--- src/rtl/core/a2cs_pkg.sv ---
// ----------------------------------------------------------------------------
// a2cs_pkg
// Shared widths, register indexes, reset values and sequencer states of the
// angle to channel shaper.
// ----------------------------------------------------------------------------
package a2cs_pkg;

    localparam int ANGLE_WIDTH_DEF = 16;
    localparam int FRAC_BITS_DEF   = 6;

    localparam int ANGLE_W    = 16;
    localparam int GAIN_W     = 12;
    localparam int BETA_W     = 7;
    localparam int US_W       = 12;
    localparam int CFG_IDX_W  = 3;
    localparam int CFG_DATA_W = 12;

    localparam int FV_W   = 32;
    localparam int MB_W   = 32;
    localparam int PROD_W = FV_W + MB_W;
    localparam int ACC_W  = 40;
    localparam int REM_W  = 40;
    localparam int Q_W    = 32;

    localparam int BETA_FULL = 100;

    typedef logic [CFG_IDX_W-1:0] t_cfg_idx;

    localparam t_cfg_idx REG_GAIN   = 3'd0;
    localparam t_cfg_idx REG_REVERSE = 3'd1;
    localparam t_cfg_idx REG_BETA   = 3'd2;
    localparam t_cfg_idx REG_CENTER = 3'd3;
    localparam t_cfg_idx REG_MIN    = 3'd4;
    localparam t_cfg_idx REG_MAX    = 3'd5;
    localparam t_cfg_idx REG_WRAP   = 3'd6;

    localparam logic [GAIN_W-1:0] GAIN_RST   = 12'd320;
    localparam logic [BETA_W-1:0] BETA_RST   = 7'd100;
    localparam logic [US_W-1:0]   CENTER_RST = 12'd1500;
    localparam logic [US_W-1:0]   MIN_RST    = 12'd1000;
    localparam logic [US_W-1:0]   MAX_RST    = 12'd2000;

    localparam logic signed [FV_W-1:0] FV_SAT = 32'sh7FFF_FFFF;

    typedef enum logic [3:0] {
        ST_IDLE,
        ST_FOLD,
        ST_FIX,
        ST_MUL_G,
        ST_MUL_F,
        ST_MUL_X,
        ST_SUM,
        ST_PREP,
        ST_RCP,
        ST_BACK,
        ST_DIV,
        ST_FILT,
        ST_OUT
    } t_state;

endpackage

--- src/rtl/core/a2cs_ifs.sv ---
// ----------------------------------------------------------------------------
// a2cs channel interfaces
// Valid/ready channels of the shaper: angle beats in, channel beats out and
// register writes.
// ----------------------------------------------------------------------------
interface a2cs_in_if;
    import a2cs_pkg::*;
    logic                      valid;
    logic                      ready;
    logic signed [ANGLE_W-1:0] angle;
    logic                      zero_request;

    modport source (output valid, angle, zero_request, input ready);
    modport sink   (input valid, angle, zero_request, output ready);
endinterface

interface a2cs_out_if;
    import a2cs_pkg::*;
    logic            valid;
    logic            ready;
    logic [US_W-1:0] channel_us;

    modport source (output valid, channel_us, input ready);
    modport sink   (input valid, channel_us, output ready);
endinterface

interface a2cs_cfg_if;
    import a2cs_pkg::*;
    logic                  valid;
    logic                  ready;
    logic [CFG_IDX_W-1:0]  index;
    logic [CFG_DATA_W-1:0] data;

    modport source (output valid, index, data, input ready);
    modport sink   (input valid, index, data, output ready);
endinterface

--- src/rtl/core/angle_to_channel_shaper.sv ---
// ----------------------------------------------------------------------------
// angle_to_channel_shaper
// One tracker axis: zero offset, optional half-turn fold, gain, reverse,
// first-order low-pass, centre offset and clamp to a pulse width in us.
//
// Usage:
//   i_in  : angle beats (angle, zero_request). One beat is taken only when
//           the sequencer is idle; ready drops for the whole computation.
//   o_out : one channel_us beat per input beat, held in an output register.
//           A stalled receiver holds that beat; the next input is still
//           taken and worked on, and its result waits until the slot frees.
//   i_cfg : register writes (index, data), always ready. Write only while
//           no beat is in flight.
// The sequencer steps one single shared 32x32 multiplier (gain, both filter
//   taps, reciprocal of 100 and back-multiply) and one shared compare/subtract
//   unit (half-turn fold and the two-step remainder fix-up of the divide
//   by 100) through the computation; wrap mode adds the fold steps.
// Reset: synchronous active low; registers return to their reset values,
//   zero offset and filter state clear, output beat dropped.
// ----------------------------------------------------------------------------
module angle_to_channel_shaper #(
    parameter int ANGLE_WIDTH = a2cs_pkg::ANGLE_WIDTH_DEF,
    parameter int FRAC_BITS   = a2cs_pkg::FRAC_BITS_DEF
) (
    input  logic        i_clk,
    input  logic        i_rst_n,
    a2cs_in_if.sink     i_in,
    a2cs_out_if.source  o_out,
    a2cs_cfg_if.sink    i_cfg
);
    import a2cs_pkg::*;

    localparam int SCALE_FRAC = FRAC_BITS + 6;
    localparam int KMAX = (ANGLE_WIDTH > FRAC_BITS + 8) ? ANGLE_WIDTH - FRAC_BITS - 8 : 0;
    localparam int SUM_W = FV_W + 2;
    localparam int RCP_SH    = 7;
    localparam int RCP_FRAC  = 30;
    localparam int DIV_STEPS = 2;

    localparam logic signed [REM_W-1:0] HALF     = REM_W'(180 * (2 ** FRAC_BITS));
    localparam logic signed [REM_W-1:0] FULL     = REM_W'(360 * (2 ** FRAC_BITS));
    localparam logic signed [REM_W-1:0] FULL_TOP = FULL <<< KMAX;
    localparam logic signed [REM_W-1:0] DIV_BASE = REM_W'(BETA_FULL);
    localparam logic signed [REM_W-1:0] DIV_TOP  = DIV_BASE <<< (DIV_STEPS - 1);
    localparam logic signed [REM_W-1:0] RND_HALF = REM_W'(BETA_FULL / 2);
    localparam logic signed [MB_W-1:0]  RCP_K    =
        MB_W'((64'sd1 <<< (RCP_FRAC + RCP_SH)) / BETA_FULL);
    localparam logic signed [MB_W-1:0]  DIV_MUL  = MB_W'(BETA_FULL);
    localparam logic [DIV_STEPS-1:0]    QW_TOP   = DIV_STEPS'(2 ** (DIV_STEPS - 1));
    localparam logic signed [SUM_W-1:0] TRUNC_ADJ =
        SUM_W'((64'sd1 <<< SCALE_FRAC) - 64'sd1);

    // configuration
    logic [GAIN_W-1:0] r_gain;
    logic              r_rev;
    logic [BETA_W-1:0] r_beta;
    logic [US_W-1:0]   r_center;
    logic [US_W-1:0]   r_min;
    logic [US_W-1:0]   r_max;
    logic              r_wrap;

    // sequencer and datapath
    t_state                        r_state, n_state;
    logic signed [ANGLE_WIDTH-1:0] r_off, n_off;
    logic signed [REM_W-1:0]       r_rem, n_rem;
    logic signed [REM_W-1:0]       r_sub, n_sub;
    logic [Q_W-1:0]                r_q, n_q;
    logic [DIV_STEPS-1:0]          r_qw, n_qw;
    logic                          r_neg, n_neg;
    logic signed [PROD_W-1:0]      r_prod, n_prod;
    logic signed [FV_W-1:0]        r_x, n_x;
    logic signed [ACC_W-1:0]       r_acc, n_acc;
    logic signed [FV_W-1:0]        r_fv, n_fv;
    logic                          r_out_valid, n_out_valid;
    logic [US_W-1:0]               r_out_data, n_out_data;

    // angle capture
    logic [ANGLE_W+ANGLE_WIDTH-1:0] ang_ext;
    logic signed [ANGLE_WIDTH-1:0]  ang;
    logic signed [ANGLE_WIDTH-1:0]  off_sel;
    logic signed [ANGLE_WIDTH:0]    ang_diff;
    logic signed [REM_W-1:0]        diff_ext;

    // shared compare/subtract unit
    logic                    cs_ge;
    logic signed [REM_W-1:0] cs_res;
    logic signed [REM_W-1:0] fix_rem;

    // shared multiplier
    logic [BETA_W-1:0]        beta_eff;
    logic [BETA_W-1:0]        beta_rest;
    logic signed [FV_W-1:0]   mul_a;
    logic signed [MB_W-1:0]   mul_b;
    logic signed [PROD_W-1:0] mul_p;

    logic signed [FV_W-1:0]  sat_val;
    logic signed [FV_W-1:0]  x_sat;
    logic signed [ACC_W-1:0] acc_mag;

    // output stage
    logic signed [SUM_W-1:0] s_sum;
    logic signed [SUM_W-1:0] s_adj;
    logic signed [SUM_W-1:0] v_us;
    logic signed [SUM_W-1:0] max_s;
    logic signed [SUM_W-1:0] min_s;
    logic signed [SUM_W-1:0] v_hi;
    logic signed [SUM_W-1:0] v_lim;

    assign ang_ext  = {{ANGLE_WIDTH{1'b0}}, i_in.angle};
    assign ang      = ang_ext[ANGLE_WIDTH-1:0];
    assign off_sel  = i_in.zero_request ? ang : r_off;
    assign ang_diff = (ANGLE_WIDTH+1)'(ang) - (ANGLE_WIDTH+1)'(off_sel);
    assign diff_ext = REM_W'(ang_diff);

    assign cs_ge   = (r_rem >= r_sub);
    assign cs_res  = cs_ge ? r_rem - r_sub : (r_rem[REM_W-1] ? r_rem + r_sub : r_rem);
    assign fix_rem = (r_rem[REM_W-1] ? r_rem + FULL : r_rem) - HALF;

    assign beta_eff  = (r_beta > BETA_W'(BETA_FULL)) ? BETA_W'(BETA_FULL) : r_beta;
    assign beta_rest = BETA_W'(BETA_FULL) - beta_eff;

    always_comb begin
        case (r_state)
            ST_MUL_G: begin
                mul_a = r_rem[FV_W-1:0];
                mul_b = $signed({{(MB_W-GAIN_W){1'b0}}, r_gain});
            end
            ST_MUL_F: begin
                mul_a = r_fv;
                mul_b = $signed({{(MB_W-BETA_W){1'b0}}, beta_rest});
            end
            ST_MUL_X: begin
                mul_a = r_x;
                mul_b = $signed({{(MB_W-BETA_W){1'b0}}, beta_eff});
            end
            ST_RCP: begin
                mul_a = $signed(r_rem[RCP_SH +: FV_W]);
                mul_b = RCP_K;
            end
            ST_BACK: begin
                mul_a = $signed(r_q);
                mul_b = DIV_MUL;
            end
            default: begin
                mul_a = '0;
                mul_b = '0;
            end
        endcase
    end

    assign mul_p = PROD_W'(mul_a) * PROD_W'(mul_b);

    assign sat_val = (r_prod > PROD_W'(FV_SAT))  ? FV_SAT :
                     (r_prod < -PROD_W'(FV_SAT)) ? -FV_SAT : r_prod[FV_W-1:0];
    assign x_sat   = r_rev ? -sat_val : sat_val;
    assign acc_mag = r_acc[ACC_W-1] ? -r_acc : r_acc;

    assign s_sum = SUM_W'(r_fv) + (SUM_W'($signed({1'b0, r_center})) <<< SCALE_FRAC);
    assign s_adj = s_sum[SUM_W-1] ? s_sum + TRUNC_ADJ : s_sum;
    assign v_us  = s_adj >>> SCALE_FRAC;
    assign max_s = SUM_W'($signed({1'b0, r_max}));
    assign min_s = SUM_W'($signed({1'b0, r_min}));
    assign v_hi  = (v_us > max_s) ? max_s : v_us;
    assign v_lim = (v_hi < min_s) ? min_s : v_hi;

    assign i_in.ready       = (r_state == ST_IDLE);
    assign o_out.valid      = r_out_valid;
    assign o_out.channel_us = r_out_data;
    assign i_cfg.ready      = 1'b1;

    always_ff @(posedge i_clk) begin
        if (!i_rst_n) begin
            r_gain   <= GAIN_RST;
            r_rev    <= 1'b0;
            r_beta   <= BETA_RST;
            r_center <= CENTER_RST;
            r_min    <= MIN_RST;
            r_max    <= MAX_RST;
            r_wrap   <= 1'b0;
        end else if (i_cfg.valid) begin
            case (i_cfg.index)
                REG_GAIN:    r_gain   <= i_cfg.data[GAIN_W-1:0];
                REG_REVERSE: r_rev    <= i_cfg.data[0];
                REG_BETA:    r_beta   <= i_cfg.data[BETA_W-1:0];
                REG_CENTER:  r_center <= i_cfg.data[US_W-1:0];
                REG_MIN:     r_min    <= i_cfg.data[US_W-1:0];
                REG_MAX:     r_max    <= i_cfg.data[US_W-1:0];
                REG_WRAP:    r_wrap   <= i_cfg.data[0];
                default: begin
                end
            endcase
        end
    end

    always_comb begin
        n_state     = r_state;
        n_off       = r_off;
        n_rem       = r_rem;
        n_sub       = r_sub;
        n_q         = r_q;
        n_qw        = r_qw;
        n_neg       = r_neg;
        n_prod      = r_prod;
        n_x         = r_x;
        n_acc       = r_acc;
        n_fv        = r_fv;
        n_out_valid = r_out_valid;
        n_out_data  = r_out_data;

        if (r_out_valid && o_out.ready) begin
            n_out_valid = 1'b0;
        end

        case (r_state)
            ST_IDLE: begin
                if (i_in.valid) begin
                    n_off   = off_sel;
                    n_rem   = r_wrap ? diff_ext + HALF : diff_ext;
                    n_sub   = FULL_TOP;
                    n_state = r_wrap ? ST_FOLD : ST_MUL_G;
                end
            end
            ST_FOLD: begin
                n_rem = cs_res;
                n_sub = r_sub >>> 1;
                if (r_sub == FULL) begin
                    n_state = ST_FIX;
                end
            end
            ST_FIX: begin
                n_rem   = fix_rem;
                n_state = ST_MUL_G;
            end
            ST_MUL_G: begin
                n_prod  = mul_p;
                n_state = ST_MUL_F;
            end
            ST_MUL_F: begin
                n_x     = x_sat;
                n_prod  = mul_p;
                n_state = ST_MUL_X;
            end
            ST_MUL_X: begin
                n_acc   = ACC_W'(r_prod);
                n_prod  = mul_p;
                n_state = ST_SUM;
            end
            ST_SUM: begin
                n_acc   = r_acc + ACC_W'(r_prod);
                n_state = ST_PREP;
            end
            ST_PREP: begin
                n_neg   = r_acc[ACC_W-1];
                n_rem   = acc_mag + RND_HALF;
                n_state = ST_RCP;
            end
            // quotient estimate, low by at most 3
            ST_RCP: begin
                n_q     = mul_p[RCP_FRAC +: Q_W];
                n_state = ST_BACK;
            end
            ST_BACK: begin
                n_rem   = r_rem - REM_W'(mul_p);
                n_sub   = DIV_TOP;
                n_qw    = QW_TOP;
                n_state = ST_DIV;
            end
            ST_DIV: begin
                n_rem = cs_res;
                n_sub = r_sub >>> 1;
                n_qw  = r_qw >> 1;
                n_q   = r_q + (cs_ge ? Q_W'(r_qw) : '0);
                if (r_sub == DIV_BASE) begin
                    n_state = ST_FILT;
                end
            end
            ST_FILT: begin
                n_fv    = r_neg ? -$signed(r_q) : $signed(r_q);
                n_state = ST_OUT;
            end
            ST_OUT: begin
                if (!r_out_valid || o_out.ready) begin
                    n_out_valid = 1'b1;
                    n_out_data  = v_lim[US_W-1:0];
                    n_state     = ST_IDLE;
                end
            end
            default: begin
                n_state = ST_IDLE;
            end
        endcase
    end

    always_ff @(posedge i_clk) begin
        if (!i_rst_n) begin
            r_state     <= ST_IDLE;
            r_off       <= '0;
            r_fv        <= '0;
            r_out_valid <= 1'b0;
        end else begin
            r_state     <= n_state;
            r_off       <= n_off;
            r_fv        <= n_fv;
            r_out_valid <= n_out_valid;
        end
    end

    always_ff @(posedge i_clk) begin
        r_rem      <= n_rem;
        r_sub      <= n_sub;
        r_q        <= n_q;
        r_qw       <= n_qw;
        r_neg      <= n_neg;
        r_prod     <= n_prod;
        r_x        <= n_x;
        r_acc      <= n_acc;
        r_out_data <= n_out_data;
    end

    a_busy_after_beat: assert property (@(posedge i_clk) disable iff (!i_rst_n)
        (i_in.valid && i_in.ready) |=> !i_in.ready)
        else $error("input taken while sequencer busy");

    a_div_rem_pos: assert property (@(posedge i_clk) disable iff (!i_rst_n)
        (r_state == ST_DIV) |-> !r_rem[REM_W-1])
        else $error("divide remainder went negative");

    a_fold_sub_floor: assert property (@(posedge i_clk) disable iff (!i_rst_n)
        (r_state == ST_FOLD) |-> (r_sub >= FULL))
        else $error("fold step below one turn");

    a_quot_fits: assert property (@(posedge i_clk) disable iff (!i_rst_n)
        (r_state == ST_FILT) |-> !r_q[Q_W-1])
        else $error("filter quotient overflow");

    a_fv_range: assert property (@(posedge i_clk) disable iff (!i_rst_n)
        r_fv >= -FV_SAT)
        else $error("filter state out of range");

endmodule

--- src/flat_wrapper.sv ---
// flat-port wrapper written by rule: the top's interface ports become plain ports
module angle_to_channel_shaper_flat import a2cs_pkg::*;
#(
    parameter int ANGLE_WIDTH = a2cs_pkg::ANGLE_WIDTH_DEF,
    parameter int FRAC_BITS   = a2cs_pkg::FRAC_BITS_DEF
)
  (i_clk, i_rst_n, i_in_valid, i_in_angle, i_in_zero_request, i_in_ready, o_out_valid, o_out_channel_us, o_out_ready, i_cfg_valid, i_cfg_index, i_cfg_data, i_cfg_ready);
  a2cs_in_if i_in_i ();
  a2cs_out_if o_out_i ();
  a2cs_cfg_if i_cfg_i ();
  input  logic i_clk;
  input  logic i_rst_n;
  input wire logic [$bits(i_in_i.valid)-1:0] i_in_valid;
  input wire logic [$bits(i_in_i.angle)-1:0] i_in_angle;
  input wire logic [$bits(i_in_i.zero_request)-1:0] i_in_zero_request;
  output wire logic [$bits(i_in_i.ready)-1:0] i_in_ready;
  output wire logic [$bits(o_out_i.valid)-1:0] o_out_valid;
  output wire logic [$bits(o_out_i.channel_us)-1:0] o_out_channel_us;
  input wire logic [$bits(o_out_i.ready)-1:0] o_out_ready;
  input wire logic [$bits(i_cfg_i.valid)-1:0] i_cfg_valid;
  input wire logic [$bits(i_cfg_i.index)-1:0] i_cfg_index;
  input wire logic [$bits(i_cfg_i.data)-1:0] i_cfg_data;
  output wire logic [$bits(i_cfg_i.ready)-1:0] i_cfg_ready;
  assign i_in_i.valid = i_in_valid;
  assign i_in_i.angle = i_in_angle;
  assign i_in_i.zero_request = i_in_zero_request;
  assign i_in_ready = i_in_i.ready;
  assign o_out_valid = o_out_i.valid;
  assign o_out_channel_us = o_out_i.channel_us;
  assign o_out_i.ready = o_out_ready;
  assign i_cfg_i.valid = i_cfg_valid;
  assign i_cfg_i.index = i_cfg_index;
  assign i_cfg_i.data = i_cfg_data;
  assign i_cfg_ready = i_cfg_i.ready;
  angle_to_channel_shaper #(.ANGLE_WIDTH(ANGLE_WIDTH), .FRAC_BITS(FRAC_BITS)) u_core (.i_clk(i_clk), .i_rst_n(i_rst_n), .i_in(i_in_i), .o_out(o_out_i), .i_cfg(i_cfg_i));
endmodule
--- config.mk ---
export PLATFORM = sky130hd
export DESIGN_NAME = angle_to_channel_shaper_flat
export DESIGN_NICKNAME = d
export VERILOG_FILES = /design/src/rtl/core/a2cs_pkg.sv /design/src/rtl/core/a2cs_ifs.sv /design/src/rtl/core/angle_to_channel_shaper.sv /design/src/flat_wrapper.sv
export SDC_FILE = /design/constraint.sdc
export NUM_CORES = 2
export LEC_CHECK = 0
export BUFFER_PORTS_ARGS = -buffer_cell sky130_fd_sc_hd__buf_4
export CAP_MARGIN = 0
export CORE_ASPECT_RATIO = 1.2
export CORE_MARGIN = 4
export CORE_UTILIZATION = 41
export DETAILED_ROUTE_END_ITERATION = 8
export SETUP_SLACK_MARGIN = 0.02
export SYNTH_ARGS = -nofsm -noshare
export SYNTH_HDL_FRONTEND = slang
export SYNTH_SLANG_ARGS = --single-unit
--- constraint.sdc ---
create_clock -name i_clk -period 12.6 [get_ports i_clk]
set_input_delay 0.63 -clock i_clk [delete_from_list [all_inputs] [get_ports i_clk]]
set_output_delay 0.63 -clock i_clk [all_outputs]
set_load 0.02 [all_outputs]
# After elaboration in Yosys (flattened, before gate mapping)
# Cells that the tools add are included.
dict set report word_totals {
  ff_bits 373
  output_inout_bits 15
}
dict set report classes {
  n_bitwise 1
  order_cmp 6
  n_reduce_logical 27
  n_eq_ne 25
  addsub 16
  n_mul 1
  n_mux 33
}
# cell count
set ops {}
lappend ops {{$mux W40} 7}
lappend ops {{$pmux W40 S5} 1}
lappend ops {{$pmux W32 S5} 1}
lappend ops {{$pmux W31 S5} 1}
lappend ops {{$mux W32} 4}
lappend ops {{$pmux W40 S3} 1}
lappend ops {{$add A40 B40 Y40} 2}
lappend ops {{$pmux W40 S2} 1}
lappend ops {{$sub A40 B40 Y40} 2}
lappend ops {{$mux W34} 2}
lappend ops {{$gt A64 B32 Y1 const B} 1}
lappend ops {{$lt A64 B32 Y1 const B} 1}
lappend ops {{$mul A32 B32 Y64} 1}
lappend ops {{$neg A32 Y32} 2}
lappend ops {{$pmux W32 S2} 1}
lappend ops {{$pmux W4 S13} 1}
lappend ops {{$add A40 B16 Y40 const B} 1}
lappend ops {{$add A40 B7 Y40 const B} 1}
lappend ops {{$eq A40 B16 Y1 const B} 1}
lappend ops {{$eq A40 B8 Y1 const B} 1}
lappend ops {{$ge A40 B40 Y1} 1}
lappend ops {{$neg A40 Y40} 1}
lappend ops {{$sub A40 B15 Y40 const B} 1}
lappend ops {{$add A34 B13 Y34 const B} 1}
lappend ops {{39 further kinds} 72}

# Longest topological paths before layout
dict set report logic_depth {
  word_depth 7
  ltp_mapped 49
}

# Least setup slack after synthesis
# Ideal clock, no wire load.
dict set report synth_path {
  path_kind {register -> register}
  from {register u_core.r_state[0]}
  to {register u_core.r_rem[33], data pin}
  arrival_ns 11.572
  path_buffers 3
  t_required_ns 12.341
  setup_time_ns 0.259
  path_stages_with_launch 45
  setup_slack_ns 0.770
  path_cell_list {dfxtp_1 > or2_2 > clkbuf_1 > or2_2 > clkbuf_1 > inv_2 > buf_1 > a22oi_1 > nand3_1 > nand2_1 > fa_1 > inv_1 > fa_1 > fa_1 > inv_1 > fa_1 > inv_1 > fa_1 > [... 9 more ...] > o21ai_0 > a211oi_1 > a31oi_1 > a21o_1 > a21oi_1 > xor2_1 > ha_1 > a21o_1 > a21o_1 > a31o_2 > nand4_1 > o211ai_1 > a221o_1 > maj3_1 > o21ai_0 > a21boi_0 > mux2i_1 > a211o_1}
}
dict set report synth_via {
  elab_chain_len 5
  elab_cells_between_ends 16
}
# element line_no
set synth_lines {}
lappend synth_lines {{from (decl)} angle_to_channel_shaper.sv:63} ;# t_state r_state, n_state;
lappend synth_lines {{from (signal assigned)} angle_to_channel_shaper.sv:301} ;# r_state <= n_state;
lappend synth_lines {{$eq A4 B4 Y1, or another cell as far along} {angle_to_channel_shaper.sv:123, angle_to_channel_shaper.sv:214}}
lappend synth_lines {{$pmux W32 S5 / $pmux W31 S5 (equally long branches)} angle_to_channel_shaper.sv:123} ;# case (r_state)
lappend synth_lines {{$mul A32 B32 Y64} angle_to_channel_shaper.sv:151} ;# assign mul_p = PROD_W'(mul_a) * PROD_W'(mul_b);
lappend synth_lines {{$sub A40 B40 Y40} angle_to_channel_shaper.sv:263} ;# n_rem = r_rem - REM_W'(mul_p);
lappend synth_lines {{$pmux W40 S5 *} angle_to_channel_shaper.sv:214} ;# case (r_state)
lappend synth_lines {{via u_core.n_rem[33]} angle_to_channel_shaper.sv:65} ;# logic signed [REM_W-1:0] r_rem, n_rem;
lappend synth_lines {{to (signal assigned)} angle_to_channel_shaper.sv:309} ;# r_rem <= n_rem;
lappend synth_lines {{to (decl)} angle_to_channel_shaper.sv:65}
# The timed path passes the listed nets; every way through them passes the cells marked *.
# A chain may end at the register's enable or synchronous reset.

# Worst setup path after layout
dict set report layout_path {
  from {register u_core.r_state[1]}
  to {register u_core.r_rem[33], data pin}
}
# The elaborated chain is that of the path after synthesis.

==> metrics.md <==
| Metric | Value |
|---|---|
| Slowest Stage Delay on Critical Path | 0.55 ns |
| CP Class | register to register |
| Max VDD drop | 0.179 mV |
| Period utilisation layout | 0.944 |
| Syn. warnings | 0 |
| Setup Viol. Count Final | 0 |
| Slew Viols, Final | 0 |
| Main synth FF type | edfxtp_1 |
| DIE WIDTH | 346 um |
| Total Wirelength | 192 mm |
| Area grow syn2layout | 7.19% |
| H-tree depth | 2 |
| Register area share after synthesis | 0.167 |
| Total global routing overflow | 0 |
| Mapped Nets | 7727 |
| DR pass1 iterations | 8 |
| Num Clock Sinks | 350 |
| Hold Path End | u_core.r_gain[8] |
| Worst Reg-to-Reg Cells | 41 |
| Worst setup margin | 0.710 ns |
| DRT antenna net count | 0 |
| CTS tree | built |
| HPWL after DPL | 161 mm |
| Drc violations | 0 |
| CP max FO | 35 |
| Port Buffers | 50 |
| Crit-path slowest cell | fa_1 |
| Core ar. | 0.136 sq mm |
| Hold Path Origin | i_cfg_data[8] |
| Worst-skew pair later-pin latency | 0.64 ns |
| Crit path DAT | 12.28 ns |
| Clock Path Buffers | 3 |
| CP dominant cell by count | fa_1 |
| GRT Util Overall | 0.266 |
| Die Y | 414 um |
| Vias per std cell | 5.66 |
| Flop2flop setup slack | 0.71 ns |
| Fill count | 13389 |
| Syn Std Cell Area | 0.0563 sq mm |
| # Max-Cap Violations | 0 |
| DRT iter0 DRCs | 4396 |
| Cell area power density | 241 mW/mm^2 |
| Post-synth EDFFs | 240 |
| Initial antenna violation count | 3 |
| Reg2reg end | u_core.r_rem[33] |
| Total CTS buffers | 46 |
| Final setup TNS | 0 ns |
| Final Hold Viols | 0 |
| Worst-Margin Slew | 1.20 ns |
| Tmin final | 11.89 ns |
| Cell variety after synth | 109 |
| Routability cong. | 0.975 |
| #FFs+latches synth | 350 |
| Layout cells sized above 1 | 0.0549 |
| R2R Path Start | u_core.r_state[1] |
| CTS clock-pin slew for the worst setup and hold paths | 0.06 ns |
| FMAX | 84.1 MHz |
| Min-Delay Path Class | input pin to register |
| Status | finished clean |
| Syn Area/Cell | 8.62 sq um |
| Unrepaired setup endpoints after global routing | no |
| DIE AREA | 0.143 sq mm |
| Post-Place Setup Slack | 0.469 ns |
| Pin count of the biggest net entering global routing | 71 |
| Total number of vias | 46929 |
| CP required | 12.99 ns |
| Hold Path Depth | 3 |
| Slew headroom | 0.200 |
| Final #Nets | 7645 |
| Synth async-reset ratio | 0 |
| I/O Pins | 52 |
| Post-Syn Instances | 6532 |
| Setup crit end kind | register |
| Rows | 148 |
| Worst Skew | 0.0450 ns |
| First-pass GRT wire length | 293 mm |
| CTS Root Cell | clkbuf_16 |
| Wire length per cell | 23.1 um |
| Leakage | 27.4 nW |
| Vias in the first global route | 47033 |
| Initial Util | 0.414 |
| Worst setup SP type | register |
-- through the flow --
| step | cells | utilization | total power, mW | area (sq um) | hold slack, ns |
|---|---|---|---|---|---|
| after detailed placement | 8201 | 0.432 | 12.9 | 58800 | 0.461 |
| after floorplan | 6532 | - | 9.65 | 56300 | 0.439 |
| after CTS | 8287 | 0.443 | 14.4 | 60300 | 0.232 |
| after global routing | 8288 | 0.443 | 15.8 | 60400 | 0.284 |
| after global placement | 8201 | 0.432 | 12.9 | 58800 | 0.451 |
| final | 8291 | 0.443 | 14.5 | 60400 | 0.276 |
-- placed cells by master (no fill, tap or decap), types with 109 or more instances in the layout --
cell	count
xor2_1	170
nor2_1	339
edfxtp_1	240
nand3_1	130
dfxtp_1	109
buf_4	168
o21ai_0	249
xnor2_1	238
ha_1	449
a21o_1	127
fa_1	708
a21oi_1	301
inv_1	1143
nand2_1	724
-- cell type report --
class,count,area (sq um),share of cell area
antenna,3,7.51,0.000124
clock buffer,53,1220,0.0202
clock inverter,33,340,0.00564
inverter,1149,4320,0.0715
multi-input combinational,4735,41600,0.688
sequential,350,9410,0.156
tap,1800,2250,0.0373
timing repair buffer,168,1260,0.0209
-- kinds of logic after synthesis --
logic type,share of synthesized area
buffers and inverters,0.0972
AND/OR/NAND/NOR,0.147
other,0.0000666
adder cells (fa/ha/maj),0.352
XOR/XNOR,0.0635
AO/OA/AOI/OAI,0.161
flip-flops,0.167
multiplexers,0.0120
-- worst max-delay path by stage --
stage,depth (start not counted),end,from
after global placement,42,u_core.r_rem[33],u_core.r_state[1]
after CTS,42,u_core.r_rem[33],u_core.r_state[1]
after detailed placement,41,u_core.r_rem[33],u_core.r_state[1]
after floorplan,44,u_core.r_rem[33],u_core.r_state[0]
after global routing,49,u_core.r_rem[33],u_core.r_beta[3]
final,41,u_core.r_rem[33],u_core.r_state[1]
-- cell usage after synthesis (all sizes together) (78+ instances only) --
cell	count	area share
nand2	724	0.048
nand3	131	0.012
xor2	170	0.026
ha	449	0.10
nor2	345	0.023
fa	709	0.25
edfxtp	240	0.13
inv	1145	0.076
a21oi	306	0.027
a21o	127	0.017
o21ai	260	0.023
nor3	78	0.0072
clkbuf	256	0.017
xnor2	238	0.037
dfxtp	110	0.039
-- sequential cells by signal (all words and copies together), names as in the netlist, 2 cells and up --
| register | count |
|---|---|
| u_core.r_sub | 17 |
| u_core.r_prod | 64 |
| u_core.o_out.channel_us | 12 |
| u_core.r_min | 12 |
| u_core.r_off | 16 |
| u_core.r_max | 12 |
| u_core.r_gain | 12 |
| u_core.r_center | 12 |
| u_core.r_acc | 40 |
| u_core.r_qw | 2 |
| u_core.r_beta | 7 |
| u_core.r_q | 32 |
| u_core.r_x | 32 |
| u_core.r_state | 4 |
| u_core.r_rem | 40 |
| u_core.r_fv | 32 |
-- metal layers --
metal | GRT usage | wire length [um] | part of all wire | vias to the layer above
met1 | 0.357 | 81000 | 0.42 | 23152
met5 | 0 | 13 | 0.000068 | -
met3 | 0.0322 | 12800 | 0.067 | 333
li1 | - | - | - | 21664
met4 | 0.108 | 9300 | 0.049 | 2
met2 | 0.439 | 88500 | 0.46 | 1778
-- what timing repair did --
item / 4_1_cts / 5_1_grt
endpoints found under the setup margin: 0 / 8
setup buffers: 0 / 1
hold endpoints to repair: 0 / 0
hold buffers: 0 / 0
gates resized for setup: 0 / 5
-- report_power, final --
group / total [mW] / internal, mW / switching, mW
registers: 2.47 / 1.88 / 0.587
clock network: 1.39 / 0.787 / 0.601
logic: 10.7 / 3.96 / 6.73
-- worst max-delay path, delay by kind of cell (launching register included) --
kind	cells	cell delay, ns
adders and majority gates	11	5.26
AOI/OAI and AO/OA	15	3.28
and+or+nand+nor	5	1.36
buffers and inverters	8	0.79
DFF	1	0.45
xor gates and xnor gates	1	0.32
muxes	1	0.14
(Power assumes the default switching activity.)
